File: config.mk
export PLATFORM = sky130hd
export DESIGN_NAME = power_key_press_classifier
export DESIGN_NICKNAME = d
export VERILOG_FILES = /design/src/rtl/core/pkc_pkg.sv /design/src/rtl/core/pkc_cfg.sv /design/src/rtl/core/pkc_scan.sv /design/src/rtl/core/pkc_timeout.sv /design/src/rtl/core/power_key_press_classifier.sv
export SDC_FILE = /design/constraint.sdc
export NUM_CORES = 1
export LEC_CHECK = 0
export BUFFER_PORTS_ARGS = -buffer_cell sky130_fd_sc_hd__buf_2
export CAP_MARGIN = 0
export CORE_MARGIN = 2
export CORE_UTILIZATION = 45
export DETAILED_ROUTE_END_ITERATION = 8
export GPL_TIMING_DRIVEN = 0
export PLACE_DENSITY = 0.66
export SLEW_MARGIN = 15
export SYNTH_ARGS = -nofsm -noshare
export SYNTH_HDL_FRONTEND = slang
export SYNTH_SLANG_ARGS = --single-unit
File: constraint.sdc
create_clock -name clk -period 3.4 [get_ports clk]
set_clock_uncertainty 0.05 [all_clocks]
set_input_delay 0.68 -clock clk [delete_from_list [all_inputs] [get_ports clk]]
set_output_delay 0.68 -clock clk [all_outputs]
set_load 0.02 [all_outputs]
File: src/rtl/core/pkc_pkg.sv
// shared types and constants for the power key press classifier
package pkc_pkg;

  localparam int CountW = 16;
  localparam int CfgIdxW = 2;

  localparam logic [CountW-1:0] COUNT_MAX = 16'hFFFF;
  localparam logic [CountW-1:0] COUNT_ONE = 16'h0001;

  localparam logic [1:0] PH_READY = 2'd0;
  localparam logic [1:0] PH_PRESS = 2'd1;
  localparam logic [1:0] PH_WAIT  = 2'd2;

  localparam logic [CfgIdxW-1:0] REG_OFF_COUNT   = 2'd0;
  localparam logic [CfgIdxW-1:0] REG_FORCE_COUNT = 2'd1;
  localparam logic [CfgIdxW-1:0] REG_FORCED_TMO  = 2'd2;

  typedef struct packed {
    logic [CountW-1:0] off_count;
    logic [CountW-1:0] force_count;
    logic [CountW-1:0] forced_on_timeout;
  } cfg_regs_t;

  typedef struct packed {
    logic force_set;
  } scan_event_t;

endpackage

File: src/rtl/core/pkc_cfg.sv
// configuration register file
module pkc_cfg import pkc_pkg::*; (
  input  logic               clk,
  input  logic               rst,
  input  logic               cfg_we,
  input  logic [CfgIdxW-1:0] cfg_index,
  input  logic [CountW-1:0]  cfg_data,
  output cfg_regs_t          regs
);

  always_ff @(posedge clk) begin
    if (rst) begin
      regs.off_count         <= 16'd200;
      regs.force_count       <= 16'd500;
      regs.forced_on_timeout <= 16'd60000;
    end else if (cfg_we) begin
      unique case (cfg_index)
        REG_OFF_COUNT:   regs.off_count         <= cfg_data;
        REG_FORCE_COUNT: regs.force_count       <= cfg_data;
        REG_FORCED_TMO:  regs.forced_on_timeout <= cfg_data;
        default: ;
      endcase
    end
  end

endmodule

File: src/rtl/core/pkc_scan.sv
// key scanner: phase machine, press counter and latched flags
module pkc_scan import pkc_pkg::*; (
  input  logic              clk,
  input  logic              rst,
  input  logic              accept,
  input  logic              key_pressed,
  input  logic              clear_turn_off,
  input  cfg_regs_t         regs,
  output scan_event_t       evt,
  output logic              turn_off_code,
  output logic              press_trigger,
  output logic [1:0]        phase,
  output logic [CountW-1:0] press_ticks
);

  logic              released_once;
  logic [1:0]        phase_next;
  logic [CountW-1:0] press_ticks_next;
  logic [CountW-1:0] ticks_inc;
  logic              released_once_next;
  logic              turn_off_next;
  logic              trigger_next;
  logic              force_set;

  assign ticks_inc = (press_ticks == COUNT_MAX) ? press_ticks : press_ticks + COUNT_ONE;

  always_comb begin
    phase_next         = phase;
    press_ticks_next   = press_ticks;
    released_once_next = released_once;
    turn_off_next      = turn_off_code & ~clear_turn_off;
    trigger_next       = press_trigger;
    force_set          = 1'b0;
    unique case (phase)
      PH_READY: begin
        if (key_pressed) begin
          press_ticks_next = COUNT_ONE;
          trigger_next     = 1'b1;
          phase_next       = PH_PRESS;
        end else begin
          press_ticks_next   = '0;
          released_once_next = 1'b1;
        end
      end
      PH_PRESS: begin
        if (key_pressed) begin
          press_ticks_next = ticks_inc;
          // force-on only for a key held since power-up
          if (!released_once && ticks_inc >= regs.force_count) begin
            force_set  = 1'b1;
            phase_next = PH_WAIT;
          end
        end else begin
          if (press_ticks >= regs.off_count) turn_off_next = 1'b1;
          phase_next = PH_WAIT;
        end
      end
      PH_WAIT: begin
        if (!key_pressed) phase_next = PH_READY;
      end
      default: phase_next = PH_READY;
    endcase
  end

  assign evt.force_set = force_set;

  always_ff @(posedge clk) begin
    if (rst) begin
      phase         <= PH_READY;
      press_ticks   <= '0;
      released_once <= 1'b0;
      turn_off_code <= 1'b0;
      press_trigger <= 1'b0;
    end else if (accept) begin
      phase         <= phase_next;
      press_ticks   <= press_ticks_next;
      released_once <= released_once_next;
      turn_off_code <= turn_off_next;
      press_trigger <= trigger_next;
    end
  end

endmodule

File: src/rtl/core/pkc_timeout.sv
// force-on code and forced-on timeout stage
module pkc_timeout import pkc_pkg::*; (
  input  logic        clk,
  input  logic        rst,
  input  logic        accept,
  input  scan_event_t evt,
  input  cfg_regs_t   regs,
  output logic        force_on_code,
  output logic        forced_on
);

  logic [CountW-1:0] forced_ticks;
  logic [CountW-1:0] forced_ticks_next;
  logic [CountW-1:0] ticks_inc;
  logic              code_now;
  logic              force_on_code_next;
  logic              forced_on_next;

  // code as left by the scanner in this tick
  assign code_now  = force_on_code | evt.force_set;
  assign ticks_inc = forced_ticks + COUNT_ONE;

  always_comb begin
    forced_ticks_next  = forced_ticks;
    forced_on_next     = forced_on;
    force_on_code_next = code_now;
    if (forced_on) begin
      if (ticks_inc >= regs.forced_on_timeout) begin
        forced_ticks_next = '0;
        forced_on_next    = 1'b0;
      end else begin
        forced_ticks_next = ticks_inc;
      end
    end else if (code_now) begin
      forced_ticks_next  = '0;
      forced_on_next     = 1'b1;
      force_on_code_next = 1'b0;
    end
  end

  always_ff @(posedge clk) begin
    if (rst) begin
      force_on_code <= 1'b0;
      forced_on     <= 1'b0;
      forced_ticks  <= '0;
    end else if (accept) begin
      force_on_code <= force_on_code_next;
      forced_on     <= forced_on_next;
      forced_ticks  <= forced_ticks_next;
    end
  end

endmodule

File: src/rtl/core/power_key_press_classifier.sv
// top level of the power key press classifier
//
// one input transaction is one scan tick: key_pressed is the sampled key
// level and clear_turn_off drops a latched turn-off request before the tick
// is evaluated. every input transaction yields exactly one result
// transaction that shows the state after that tick.
// latency: the result is valid in the cycle after the input is taken.
// throughput: one tick per cycle; the state registers double as the result
// register, so a new tick is taken whenever the result is taken in the same
// cycle or no result is waiting.
// when the receiver stalls, the result holds and item_stall is raised until
// the result leaves; no tick is lost or repeated.
// configuration: cfg_we writes cfg_data into register cfg_index (0 off
// count, 1 force count, 2 forced-on timeout); other indexes are ignored.
// reset clears all scan state and restores thresholds 200, 500 and 60000;
// no result is pending after reset.
module power_key_press_classifier import pkc_pkg::*; (
  input  logic               clk,
  input  logic               rst,
  input  logic               item_valid,
  output logic               item_stall,
  input  logic               key_pressed,
  input  logic               clear_turn_off,
  output logic               result_valid,
  input  logic               result_stall,
  output logic               turn_off_request,
  output logic               force_on_pending,
  output logic               forced_on_active,
  output logic               press_seen,
  output logic [1:0]         scan_phase,
  output logic [CountW-1:0]  held_ticks,
  input  logic               cfg_we,
  input  logic [CfgIdxW-1:0] cfg_index,
  input  logic [CountW-1:0]  cfg_data
);

  cfg_regs_t   regs;
  scan_event_t evt;
  logic        accept;

  assign item_stall = result_valid & result_stall;
  assign accept     = item_valid & ~item_stall;

  pkc_cfg u_cfg (
    .clk       (clk),
    .rst       (rst),
    .cfg_we    (cfg_we),
    .cfg_index (cfg_index),
    .cfg_data  (cfg_data),
    .regs      (regs)
  );

  pkc_scan u_scan (
    .clk            (clk),
    .rst            (rst),
    .accept         (accept),
    .key_pressed    (key_pressed),
    .clear_turn_off (clear_turn_off),
    .regs           (regs),
    .evt            (evt),
    .turn_off_code  (turn_off_request),
    .press_trigger  (press_seen),
    .phase          (scan_phase),
    .press_ticks    (held_ticks)
  );

  pkc_timeout u_timeout (
    .clk           (clk),
    .rst           (rst),
    .accept        (accept),
    .evt           (evt),
    .regs          (regs),
    .force_on_code (force_on_pending),
    .forced_on     (forced_on_active)
  );

  always_ff @(posedge clk) begin
    if (rst) begin
      result_valid <= 1'b0;
    end else begin
      result_valid <= accept | item_stall;
    end
  end

endmodule

# ---- Word-level counts from Yosys, hierarchy flattened
# Cells that the tools add are included.
dict set report word_totals {
  elab_cells 70
  output_inout_bits 24
  register_bits 88
}
dict set report op_classes {
  n_bitwise 8
  n_eq_ne 9
  reduce_logical 14
  n_addsub 2
  n_lt_le_gt_ge 3
  mux 22
}
# cell count
set op_table {}
lappend op_table {{$mux W16} 5}
lappend op_table {{$ge A16 B16 Y1} 3}
lappend op_table {{$add A16 B1 Y16 const B} 2}
lappend op_table {{$pmux W16 S2} 1}
lappend op_table {{$eq A16 B16 Y1 const B} 1}
lappend op_table {{$mux W1} 11}
lappend op_table {{$reduce_and A3 Y1} 3}
lappend op_table {{$mux W2} 4}
lappend op_table {{$reduce_and A2 Y1} 4}
lappend op_table {{$ne A2 B2 Y1 const B} 3}
lappend op_table {{$pmux W2 S3} 1}
lappend op_table {{$eq A2 B1 Y1 const B} 2}
lappend op_table {{$eq A2 B2 Y1 const B} 2}
lappend op_table {{$logic_not A2 Y1} 2}
lappend op_table {{$reduce_and A4 Y1} 1}
lappend op_table {{$reduce_bool A2 Y1} 2}
lappend op_table {{$and A1 B1 Y1} 3}
lappend op_table {{$ne A3 B2 Y1 const B} 1}
lappend op_table {{$not A1 Y1} 3}
lappend op_table {{$or A1 B1 Y1} 2}
lappend op_table {{$logic_and A1 B1 Y1} 1}
lappend op_table {{$logic_not A1 Y1} 1}

# ---- Logic depth before layout (Yosys ltp)
dict set report depth {
  ltp_word 10
  ltp_mapped 16
  depth_no_buf 12
}

# ---- Cells and area by module
# Synthesis repeated with hierarchy kept, for this count alone.
dict set report hier_totals {
  cells_unflattened 662
  area_unflattened_um2 5695.5
}
# module area_per_inst_um2 seq_area_each_um2 cells_each n_inst
set by_module_without_submodules {}
lappend by_module_without_submodules {pkc_scan 2103.3 420.4 267 1}
lappend by_module_without_submodules {pkc_cfg 1954.4 960.9 190 1}
lappend by_module_without_submodules {pkc_timeout 1591.5 360.3 200 1}
lappend by_module_without_submodules {power_key_press_classifier 46.3 20.0 5 1}

# ---- Worst setup path before layout
# OpenSTA, ideal clock, no wires.
dict set report synth_timing {
  path_kind {register to register}
  start {reg u_scan.press_ticks[6]}
  end {reg u_timeout.forced_ticks[1]}
  path_buffers 4
  synth_period_minus_slack_ns 3.801
  t_arrival_ns 3.629
  required_ns 3.229
  stages_incl_launch_ff 17
  setup_slack_ns -0.401
  cell_sequence {dfxtp_1 > buf_2 > and4_4 > nand4_2 > or3_1 > buf_2 > buf_2 > nand3_1 > xnor2_1 > ha_1 > and4_1 > nand2_1 > or4_4 > a31oi_4 > a21oi_2 > buf_6 > mux2_4}
}
dict set report synth_via {
  elab_chain_cells 10
  elab_cells_between_ends 11
  classes_between {add/sub: 1; order compare: 1; eq/ne: 1; mux: 4; bitwise: 1; reduce/logical: 3}
}
# item line
set synth_lines {}
lappend synth_lines {{start, declared} pkc_scan.sv:13} ;# output logic [CountW-1:0] press_ticks
lappend synth_lines {{start signal, assigned} pkc_scan.sv:76} ;# press_ticks <= press_ticks_next;
lappend synth_lines {{$add A16 B1 Y16 / $eq A16 B16 Y1 (equally long branches)} pkc_scan.sv:25} ;# assign ticks_inc = (press_ticks == COUNT_MAX) ? press_ticks : press_ticks + COUNT_ONE;
lappend synth_lines {{$mux W16 (*)} pkc_scan.sv:25}
lappend synth_lines {{$ge A16 B16 Y1 (*)} pkc_scan.sv:49} ;# if (!released_once && ticks_inc >= regs.force_count) begin
lappend synth_lines {{$logic_and A1 B1 Y1 (*)} pkc_scan.sv:49}
lappend synth_lines {{$mux W1 (*)} pkc_scan.sv:49}
lappend synth_lines {{$mux W1 (*)} pkc_scan.sv:46} ;# if (key_pressed) begin
lappend synth_lines {{$mux W1 (*)} pkc_scan.sv:34} ;# unique case (phase)
lappend synth_lines {{$or A1 B1 Y1 (*)} pkc_timeout.sv:20} ;# assign code_now = force_on_code | evt.force_set;
lappend synth_lines {{$reduce_bool A2 Y1 (no source line) (*)} n/a}
lappend synth_lines {{$reduce_and A2 Y1 (no source line) (*)} n/a}
lappend synth_lines {{end signal, assigned} pkc_timeout.sv:49} ;# forced_ticks <= forced_ticks_next;
lappend synth_lines {{end, declared} pkc_timeout.sv:12} ;# logic [CountW-1:0] forced_ticks;
# Every way passes the cells marked *; elsewhere a longest branch is shown, timed or not.
# A chain may end at the register's enable or synchronous reset.

# ---- Worst setup path after layout
dict set report layout_timing {
  start {reg u_scan.press_ticks[5]}
  end {reg u_timeout.forced_ticks[7]}
}
# Same word-level chain as after synthesis.

==> out/qor.log <==
qor: status.outcome complete, but fails checks
qor: status.violations setup timing
qor: sta.max_clock_freq 0.291 GHz
qor: critical_path.worst_setup_path_startpoint u_scan.press_ticks[5]
qor: drt.num_vias 4,814
qor: drt.wl_met1 6.63 mm
qor: drt.avgRoutedWirePerCell 16.4 um
qor: drt.met2_length 6.90 mm
qor: floorplanning.die_h 111 um
qor: critical_path.required_time_at_the_endpoint_of_the_critical_path 3590 ps
qor: clocking.tritoncts_num_sinks 88
qor: critical_path.timing.rr.start u_scan.press_ticks[5]
qor: sta.hold_violations 0
qor: clocking.htreeDepth 3
qor: drt.routed_wirelength 14.3 mm
qor: drt.drc 0
qor: critical_path.r2r_slack -40 ps
qor: critical_path.startpoint_type flop
qor: placed_design.detailed_place.area 5580 um^2
qor: global_route.grt_overall_usage 23.1%
qor: floorplanning.initial_core_util 46.6%
qor: placed_design.gpl.final_weighted_congestion 0.805
qor: clocking.clock_path_buffers 2
qor: global_route.maximum_number_of_pins_on_one_net_before_global_route_repair 18
qor: power.power.density_cell_area 346 nW/um^2
qor: finish.fin_cells 870
qor: synth.postSynth.topFlopCell dfxtp_1
qor: min_path.hold_class flop to flop
qor: critical_path.critical_path_class flop to flop
qor: sta.final.period_utilization 101%
qor: sta.period_minus_slack 3440 ps
qor: sta.setup-violations-final 13
qor: synth.synthesis.area 5120 um^2
qor: drt.routed_via_density 5.53
qor: synth.yosys.cell_types.count 60
qor: floorplanning.floorplan.core_area 11,000 um^2
qor: min_path.worst_hold_startpoint u_cfg.regs[45]
qor: finish.synthToLayoutAreaGrowth 26.0%
qor: finish.drive_above_1_share 23.3%
qor: finish.post_layout_net_count 800
qor: synth.synth_async_sr_flop_share 0%
qor: sta.worst_pin_slew 690 ps
qor: sta.finalMaxSlewViolations 0
qor: power.vdd_drop_max 0.260 mV
qor: synth.syn-num-nets 710
qor: drt.detailedRoute.firstIterationViolations 321
qor: clocking.cts_made_buffers 9
qor: global_route.grt_antenna_before_repair 0
qor: global_route.overflow 0
qor: global_route.first_global_vias 4,582
qor: critical_path.arrival_time_at_the_worst_endpoint 3630 ps
qor: synth.ys_seq_area_share 34.4%
qor: finish.antenna-diode-count 0
qor: sta.worst_setup_margin -35.9 ps
qor: placed_design.io_buffer_count 48
qor: placed_design.placedCellCount 823
qor: drt.ant_nets 0
qor: clocking.cts.hold.buffers_added 0
qor: synth.synth_cells 635
qor: run.maxCapViolCount 0
qor: clocking.worst_skew_pair.late_latency 350 ps
qor: sta.grt_setup_unrepaired yes
qor: clocking.clk_root_buffer_cell clkbuf_16
qor: clocking.clk_pin_slew_worst_paths 70 ps
qor: global_route.grt_pass1_wl 22.9 mm
qor: critical_path.worst-path-max-fanout 7
qor: synth.synthesis_stage_register_bit_count 88
qor: floorplanning.die_area 12,200 um^2
qor: clocking.tritoncts done
qor: synth.syn_avg_cell_area 8.06 um^2
qor: floorplanning.die_w 111 um
qor: floorplanning.fp-row-count 38
qor: drt.iteration_count_of_the_initial_detailed_routing_pass 5
qor: sta.worst_slew_margin_rel 53.6%
qor: critical_path.critPathCaptureType flop
qor: drt.met3_length 589 um
qor: power.leakage 2.83 nW
qor: synth.yosys_warnings 0
qor: drt.route.top_layer_used met4
qor: placed_design.dp_hpwl 10.5 mm
qor: finish.area_of_all_placed_cells_without_fillers 6450 um^2
qor: synth.synth_enable_flop_cells 0
qor: floorplanning.boundary_pin_count 49
qor: finish.fillers 1,002
## cells by family after synthesis
group	count (synthesis)	share of synthesized area, %
multiplexers	11	2.37
AND/OR/NAND/NOR	228	21.0
flip-flops	88	34.4
AO/OA/AOI/OAI	151	19.6
adder cells (fa/ha/maj)	50	12.2
buffers and inverters	83	6.30
XOR/XNOR	24	4.11
## area by class of cell
cell class,count,area (um^2),share of cell area (%)
well taps,140,175,2.71
inverters,55,206,3.20
clock buffers,9,225,3.49
repair buffers,84,536,8.30
clock inverters,7,61.3,0.950
plain buffers,23,111,1.73
multi-input cells,464,3340,51.7
flip-flops and latches,88,1800,27.9
## layout by cell type (no fill, tap or decap), drive strengths merged, types with 6 or more instances in the layout
master	Yosys	routed
inv	55	59
nor2	28	28
xor2	7	7
mux2i	8	8
ha	50	50
dfxtp	88	88
a21o	8	8
a211oi	8	8
nand2b	12	12
xnor2	17	17
nor3	6	6
or3	6	6
nand3	12	12
buf	10	89
a22o	6	6
o31ai	6	6
nand2	118	118
clkbuf	18	27
o21ai	21	21
o21a	6	6
a21oi	52	52
nand4	14	14
o211ai	18	18
## critical path: stages (launching register included)
cell	delay, ps
dfxtp_1	520
nand4_1	300
nor3_4	270
nand3b_1	130
o21a_1	140
ha_1	290
and4_4	250
nand4_1	120
or4_4	560
a31oi_4	310
nor2_4	90
a221o_1	300
## synthesized netlist by cell type (8+ instances only)
library cell    n  area share, %
a211oi_1        8            1.2
a21o_1          8            1.2
a21oi_1        51            5.0
clkbuf_1       18            1.3
dfxtp_1        88             34
ha_1           50             12
inv_1          55            4.0
mux2i_1         8            1.6
nand2_1       118            8.7
nand2b_1       12            1.5
nand3_1        12            1.2
nand4_1        13            1.6
nor2_1         28            2.1
o211ai_1       18            2.6
o21ai_0        20            2.0
xnor2_1        17            2.9
## registers in the layout, indices dropped and copies added (netlist names)
register / count
u_timeout.forced_ticks: 16
u_timeout.forced_on: 1
u_scan.press_trigger: 1
result_valid: 1
u_scan.released_once: 1
u_cfg.regs: 48
u_scan.press_ticks: 16
u_scan.turn_off_code: 1
u_timeout.force_on_code: 1
u_scan.phase: 2
## metrics by stage
stage / utilization [%] / power [W] / hold WS (ps) / setup TNS [ps] / worst slack, ps
2_1_floorplan: - / 0.00120 / 386 / -150 / -97.5
3_3_place_gp: 50.8 / 0.00126 / 395 / -7360 / -530
3_5_place_dp: 50.8 / 0.00127 / 399 / -7730 / -515
4_1_cts: 56.1 / 0.00223 / 409 / -1230 / -129
5_1_grt: 58.7 / 0.00231 / 427 / -1560 / -126
6_report: 58.7 / 0.00223 / 408 / -248 / -35.9
## worst paths after layout
path | cells past startpoint | end
worst max-delay path | 11 | u_timeout.forced_ticks[7]
worst min-delay path | 2 | u_cfg.regs[45]
worst max register to register | 11 | u_timeout.forced_ticks[7]
worst min register to register | 2 | u_cfg.regs[45]
## where the power goes
group          leakage, nW  total, W  switching, W  internal, W
Combinational         1.97  0.000192      0.000124    0.0000686
Clock                0.135  0.000979      0.000469     0.000510
Sequential           0.724   0.00106     0.0000123      0.00105
## timing repair
item	4_1_cts	5_1_grt
buffers inserted	24	11
endpoints found under the setup margin	20	19
pin swaps	7	22
gates resized for setup	28	45
gates cloned	0	1
## layer usage
| layer | GRT usage [%] | vias to the layer above |
|---|---|---|
| met5 | 0 | - |
| met2 | 39.3 | 95 |
| met4 | 5.67 | 0 |
| li1 | - | 2401 |
| met3 | 5.36 | 16 |
| met1 | 29.8 | 2302 |
Note: power is estimated with default switching activity, not from simulation.
